===== src/hdl/bxq_pkg.sv =====
// Shared types and constants for the box table point query block.
// No dependencies; every other file imports this package.
`default_nettype none

package bxq_pkg;

    localparam int IDX_W      = 6;
    localparam int DIST_W     = 26;
    localparam int ROOT_IN_W  = 2 * DIST_W;
    localparam int RES_W      = 1 + IDX_W + DIST_W + 1;
    localparam int RES_PAD_W  = ((RES_W + 7) / 8) * 8;

    localparam logic [DIST_W-1:0] DIST_MAX = '1;

    localparam logic [1:0] MODE_APPEND = 2'd0;
    localparam logic [1:0] MODE_QUERY  = 2'd1;
    localparam logic [1:0] MODE_CLEAR  = 2'd2;

    typedef enum logic [1:0] {
        OUT_ZERO  = 2'd0,
        OUT_FULL  = 2'd1,
        OUT_QUERY = 2'd2
    } out_kind_t;

    typedef struct packed {
        logic      wr_en;
        logic      pt_load;
        logic      rd_en;
        logic      root_start;
        logic      out_load;
        out_kind_t out_kind;
    } dp_cmd_t;

    typedef struct packed {
        logic pipe_busy;
        logic root_busy;
    } dp_status_t;

endpackage

`default_nettype wire


===== src/hdl/bxq_ctrl.sv =====
// Controller: handshakes, box count, scan sequencing and result valid.
// Depends on bxq_pkg; drives bxq_dp through dp_cmd_t.
`default_nettype none

module bxq_ctrl
    import bxq_pkg::*;
#(
    parameter int MAX_BOXES = 64,
    parameter int AW        = 6,
    parameter int CW        = 7
)
(
    input  logic          clk,
    input  logic          rst_n,
    input  logic          in_valid,
    output logic          in_ready,
    input  logic [1:0]    mode,
    output logic          out_valid,
    input  logic          out_ready,
    output dp_cmd_t       cmd,
    output logic [AW-1:0] mem_addr,
    input  dp_status_t    status
);

    typedef enum logic [4:0] {
        S_IDLE  = 5'b00001,
        S_SCAN  = 5'b00010,
        S_DRAIN = 5'b00100,
        S_ROOT  = 5'b01000,
        S_DONE  = 5'b10000
    } state_t;

    localparam logic [CW-1:0] COUNT_MAX = CW'(MAX_BOXES);

    state_t        state_reg, state_next;
    logic [CW-1:0] count_reg, count_next;
    logic [CW-1:0] scan_reg, scan_next;
    logic          out_valid_reg, out_valid_next;
    logic          slot_free;
    logic          accept;

    assign slot_free = !out_valid_reg || out_ready;
    assign in_ready  = (state_reg == S_IDLE) && slot_free;
    assign accept    = in_valid && in_ready;
    assign out_valid = out_valid_reg;

    always_comb
    begin
        state_next = state_reg;
        count_next = count_reg;
        scan_next  = scan_reg;
        cmd        = '0;
        mem_addr   = count_reg[AW-1:0];
        case (state_reg)
            S_IDLE:
            begin
                if (accept)
                begin
                    case (mode)
                        MODE_APPEND:
                        begin
                            cmd.out_load = 1'b1;
                            if (count_reg == COUNT_MAX)
                            begin
                                cmd.out_kind = OUT_FULL;
                            end
                            else
                            begin
                                cmd.wr_en    = 1'b1;
                                cmd.out_kind = OUT_ZERO;
                                count_next   = count_reg + 1'b1;
                            end
                        end
                        MODE_QUERY:
                        begin
                            cmd.pt_load = 1'b1;
                            scan_next   = '0;
                            state_next  = S_SCAN;
                        end
                        MODE_CLEAR:
                        begin
                            cmd.out_load = 1'b1;
                            cmd.out_kind = OUT_ZERO;
                            count_next   = '0;
                        end
                        default:
                        begin
                            cmd.out_load = 1'b1;
                            cmd.out_kind = OUT_ZERO;
                        end
                    endcase
                end
            end
            S_SCAN:
            begin
                mem_addr = scan_reg[AW-1:0];
                if (scan_reg == count_reg)
                begin
                    state_next = S_DRAIN;
                end
                else
                begin
                    cmd.rd_en = 1'b1;
                    scan_next = scan_reg + 1'b1;
                end
            end
            S_DRAIN:
            begin
                if (!status.pipe_busy)
                begin
                    cmd.root_start = 1'b1;
                    state_next     = S_ROOT;
                end
            end
            S_ROOT:
            begin
                if (!status.root_busy)
                begin
                    state_next = S_DONE;
                end
            end
            S_DONE:
            begin
                if (slot_free)
                begin
                    cmd.out_load = 1'b1;
                    cmd.out_kind = OUT_QUERY;
                    state_next   = S_IDLE;
                end
            end
            default:
            begin
                state_next = S_IDLE;
            end
        endcase
        out_valid_next = (out_valid_reg && !out_ready) || cmd.out_load;
    end

    always_ff @(posedge clk or negedge rst_n)
    begin
        if (!rst_n)
        begin
            state_reg     <= S_IDLE;
            count_reg     <= '0;
            scan_reg      <= '0;
            out_valid_reg <= 1'b0;
        end
        else
        begin
            state_reg     <= state_next;
            count_reg     <= count_next;
            scan_reg      <= scan_next;
            out_valid_reg <= out_valid_next;
        end
    end

`ifndef NO_ASSERTIONS
    a_load_slot: assert property (@(posedge clk) disable iff (!rst_n)
        cmd.out_load |-> slot_free)
        else $error("result loaded over a beat not yet taken");

    a_count_max: assert property (@(posedge clk) disable iff (!rst_n)
        count_reg <= COUNT_MAX)
        else $error("box count beyond table depth");

    a_rd_bound: assert property (@(posedge clk) disable iff (!rst_n)
        cmd.rd_en |-> (scan_reg < count_reg))
        else $error("scan read past the filled part of the table");

    a_query_scan: assert property (@(posedge clk) disable iff (!rst_n)
        (accept && (mode == MODE_QUERY)) |=> (state_reg == S_SCAN))
        else $error("query beat did not start a scan");

    a_busy_blocks: assert property (@(posedge clk) disable iff (!rst_n)
        (status.root_busy || status.pipe_busy) |-> !in_ready)
        else $error("input taken while a query is in flight");
`endif

endmodule

`default_nettype wire

===== config.mk =====
export PLATFORM = sky130hd
export DESIGN_NAME = bxq_ctrl
export DESIGN_NICKNAME = d
export VERILOG_FILES = /design/src/hdl/bxq_pkg.sv /design/src/hdl/bxq_ctrl.sv
export SDC_FILE = /design/constraint.sdc
export NUM_CORES = 1
export LEC_CHECK = 0
export BUFFER_PORTS_ARGS = -buffer_cell sky130_fd_sc_hd__buf_2
export CORE_MARGIN = 2
export CORE_UTILIZATION = 50
export DETAILED_ROUTE_END_ITERATION = 8
export GPL_ROUTABILITY_DRIVEN = 0
export GPL_TIMING_DRIVEN = 1
export PLACE_DENSITY = 0.68
export SLEW_MARGIN = 20
export SYNTH_ARGS = -nofsm -noshare
export SYNTH_HDL_FRONTEND = slang
export SYNTH_SLANG_ARGS = --single-unit

===== constraint.sdc =====
create_clock -name clk -period 3 [get_ports clk]
set_input_delay 0.15 -clock clk [delete_from_list [all_inputs] [get_ports clk]]
set_output_delay 0.15 -clock clk [all_outputs]
set_load 0.02 [all_outputs]

==> results.txt <==
* Residual overflow from global routing: 0
- The number of buffers and inverters on the critical path is 2.
* Crit path kind: reg -> out
* Power Dens Cells: 428 mW/mm^2
* Number of pins with negative max-slew slack in the final report: 0
* Post-synthesis sequential area ratio: 36.8%
- Dividing the detail-routed wire length by the instance count gives 14.1 um.
- Proportion of power drawn by flip-flops and latches: 50.1%
- Of the post-synthesis cell area, the dominant cell type holds 34.9%.
- Setup clock skew after layout: 0.00547 ns
* CTS tree: built
- The worst pin sits at a relative slew slack of between 60% and 70%.
- STA classifies the critical path startpoint as a register.
* Wire length of the first global-routing pass: 5160 um
- Global-route usage over all layers: 20.4%
- Final setup TNS: 0 ns
- Once the floorplan was initialized, standard cells occupied 54.0% of the core.
- Worst Tran Pin Value: 0.552 ns
* Die Span X: ~56 um
- Sequential cell area: 502 um^2
* Residual DRC: 0
- For this run, the detailed router's first-pass iteration total came to 4.
- In this run, the clock network consumes 25.6% of the power.
* Initial antenna violation count: 0
- In this run the number of H-tree levels came out at 1.
* Max-cap viol count: 0
* Mean Syn Cell Area: 8.52 um^2
- Net switching is 33.7% of the power.
* Area of the placeable core: 0.00252 mm^2
- IR analysis of the VDD net gives a maximum drop of 267 uV.
- Master cell of the clock root buffer: clkbuf_4
- The worst setup path is captured at a primary output.
- Of the available clock period, the critical path in the final layout requires 83.4%.
* Antenna-violating nets left: 0
- Counting flops with a built-in enable in the synthesized netlist gives 0.
- Port buffering added 22 buffers.
- Multi-input gate area in the final layout: 751 um^2
- Most common cell in the netlist: nand2_1
- Quantity of hold-fixing buffers added after cts: 1
* Total routed wirelength: 2950 um
- The routed design could run at a clock period as short as roughly 2.5 ns.
- In this run the cell area measured after placement is 0.00144 mm^2.
- Buffers inserted during post-CTS setup optimization: 0
- After synthesis, the share of flip-flops with an asynchronous set or reset is 100%.
* Part of the total power dissipated in combinational logic: around 24%
- Leading post-synthesis cells by instance count: nand2_1, dfrtp_1, o21ai_0, nor2_1, inv_1
- Routed via count divided by cell count: 5.80
- Worst endpoint required time: between 2 and 3 ns
- Yosys warnings: 0
* Cell with the biggest individual delay on the critical path: or3_1
- The number of global-route vias before repair was 1115.
* Final Hold Vio Count: 0
- In the post-synthesis netlist, the biggest area contributors are dfrtp_1, o21ai_0, nand2_1, buf_6, nor4_1.
- The number of antenna diodes in the final layout is 0.
* Synth-to-layout area growth: 9.18%
- Maximum number of pins on one net before global-route repair: 21
- DR vias: 1213
- Library cell with the largest summed area after synthesis: dfrtp_1
- For this design the top-level I/O count stands at 23.
- Synthesis produced a netlist whose cell count is 160.
- The worst hold path belongs to the class in -> reg.
- Number of nets produced by synthesis: 171
- Of all nets on the critical path, the largest fanout is 10.
* Count of final setup violators: 0
- Cells with a size suffix above 1 make up 22.3% of the layout.
- Clock tree synthesis found a total of 20 sinks.
- Counting distinct cell types in the post-synthesis netlist gives 42.
- Later-pin clock latency in the skew report: 0.31 ns
* Die footprint: 0.00316 mm^2
* Number of cells upsized or downsized after cts: 0
* Cells along the critical path: nor3_2 > nand3b_2 > or3_1 > or3b_4 > inv_1 > buf_2
* Largest stage delay on the critical path: 0.51 ns
* Synth Register Bits: 20
- Run status: finished, final reports clean
- Clock Path Buffers: 2
* Leakage component of the power: 0.707 nW
- CTS buffer count: 3
* Final design area excluding fillers: 0.00149 mm^2
* Top_reg_cell synth: dfrtp_1
* Switching power: 0.000215 W
* Die height: between 50 and 60 um
* FILL cells: between 200 and 300
- Number of DRC violations after detailed-routing iteration 0: 37
* Netlist area before placement: 0.00136 mm^2
- Timing would allow up to 0.400 GHz.
- Setup repair after global routing left no endpoint under its margin.
* Final net count: 191
- HPWL Detailed: about 2200 um
- Clock-pin slew was measured on the worst setup and hold paths at approximately 0.12 ns.
- Internal Dissipation: around 0.00042 W
* Total number of placement rows: 18
* Crit path max-delay family: simple AND/OR/NAND/NOR gates
- Arrival time of data at the critical path endpoint: 2.35 ns
routing by layer:
metal,GRT usage [%],routed length (um)
met2,32.3,1380
met3,2.79,116
met4,6.80,38
met1,28.7,1410
met5,0,0
power groups by stage:
stage,combinational (W),clock [W],sequential (W)
floorplan,0.000117,0,0.000315
CTS,0.000156,0.000169,0.000319
detailed placement,0.000153,0,0.000324
finish,0.000155,0.000163,0.000319
global route,0.000175,0.000176,0.000324
global placement,0.000151,0,0.000324
cell type report:
type	instances	share of cell area, %
multi-input combinational	122	50.5
sequential	20	33.7
timing repair buffer	24	8.58
tap	30	2.52
inverter	9	2.27
clock buffer	4	2.44
stage by stage:
| stage | hold slack, ns | setup WS, ns | std cells | util, % | power (W) |
|---|---|---|---|---|---|
| 3_3_place_gp | 0.123 | 0.901 | 204 | 57.1 | 0.000475 |
| 6_report | 0.0875 | 0.499 | 209 | 59.0 | 0.000637 |
| 2_1_floorplan | -0.146 | 0.895 | 160 | - | 0.000432 |
| 4_1_cts | 0.0827 | 0.502 | 209 | 59.0 | 0.000644 |
| 3_5_place_dp | 0.127 | 0.855 | 204 | 57.1 | 0.000478 |
| 5_1_grt | 0.0883 | 0.387 | 209 | 59.0 | 0.000675 |
worst reg2reg max path: stages, from the launching register on:
cell	delay, ns
dfrtp_1	0.50
xor2_1	0.20
nor4_1	0.53
a41oi_2	0.34
nor2_2	0.26
inv_1	0.11
o21ai_0	0.15
layout by cell type, fill, tap and decap left out, drive strengths merged, types with 5 or more instances in the layout:
cell,count
nand3,6
dfrtp,19
o21ai,17
nand2,21
nor2,12
nor4,7
buf,23
or2b,5
nor3,6
inv,9
cell families after synthesis:
group	count (synthesis)	synth area share [%]
xor gates and xnor gates	7	4.50
and+or+nand+nor	75	29.5
DFF	20	36.8
AOI/OAI and AO/OA	35	16.8
buffers and inverters	18	8.08
adders and majority gates	3	2.76
muxes	2	1.56
worst paths after layout:
| path | depth (start not counted) | slack [ns] | endpoint | startpoint |
|---|---|---|---|---|
| min reg2reg | 1 | 0.59 | state_reg[4] | state_reg[1] |
| max in group asynchronous | 2 | 2.31 | state_reg[0] | rst_n |
| max | 6 | 0.50 | cmd[6] | state_reg[4] |
| min | 3 | 0.09 | state_reg[2] | status[1] |
| min in group asynchronous | 2 | 0.33 | count_reg[0] | rst_n |
| max reg2reg | 6 | 0.83 | scan_reg[5] | count_reg[3] |
No activity file was read; power rests on OpenSTA's default activity.
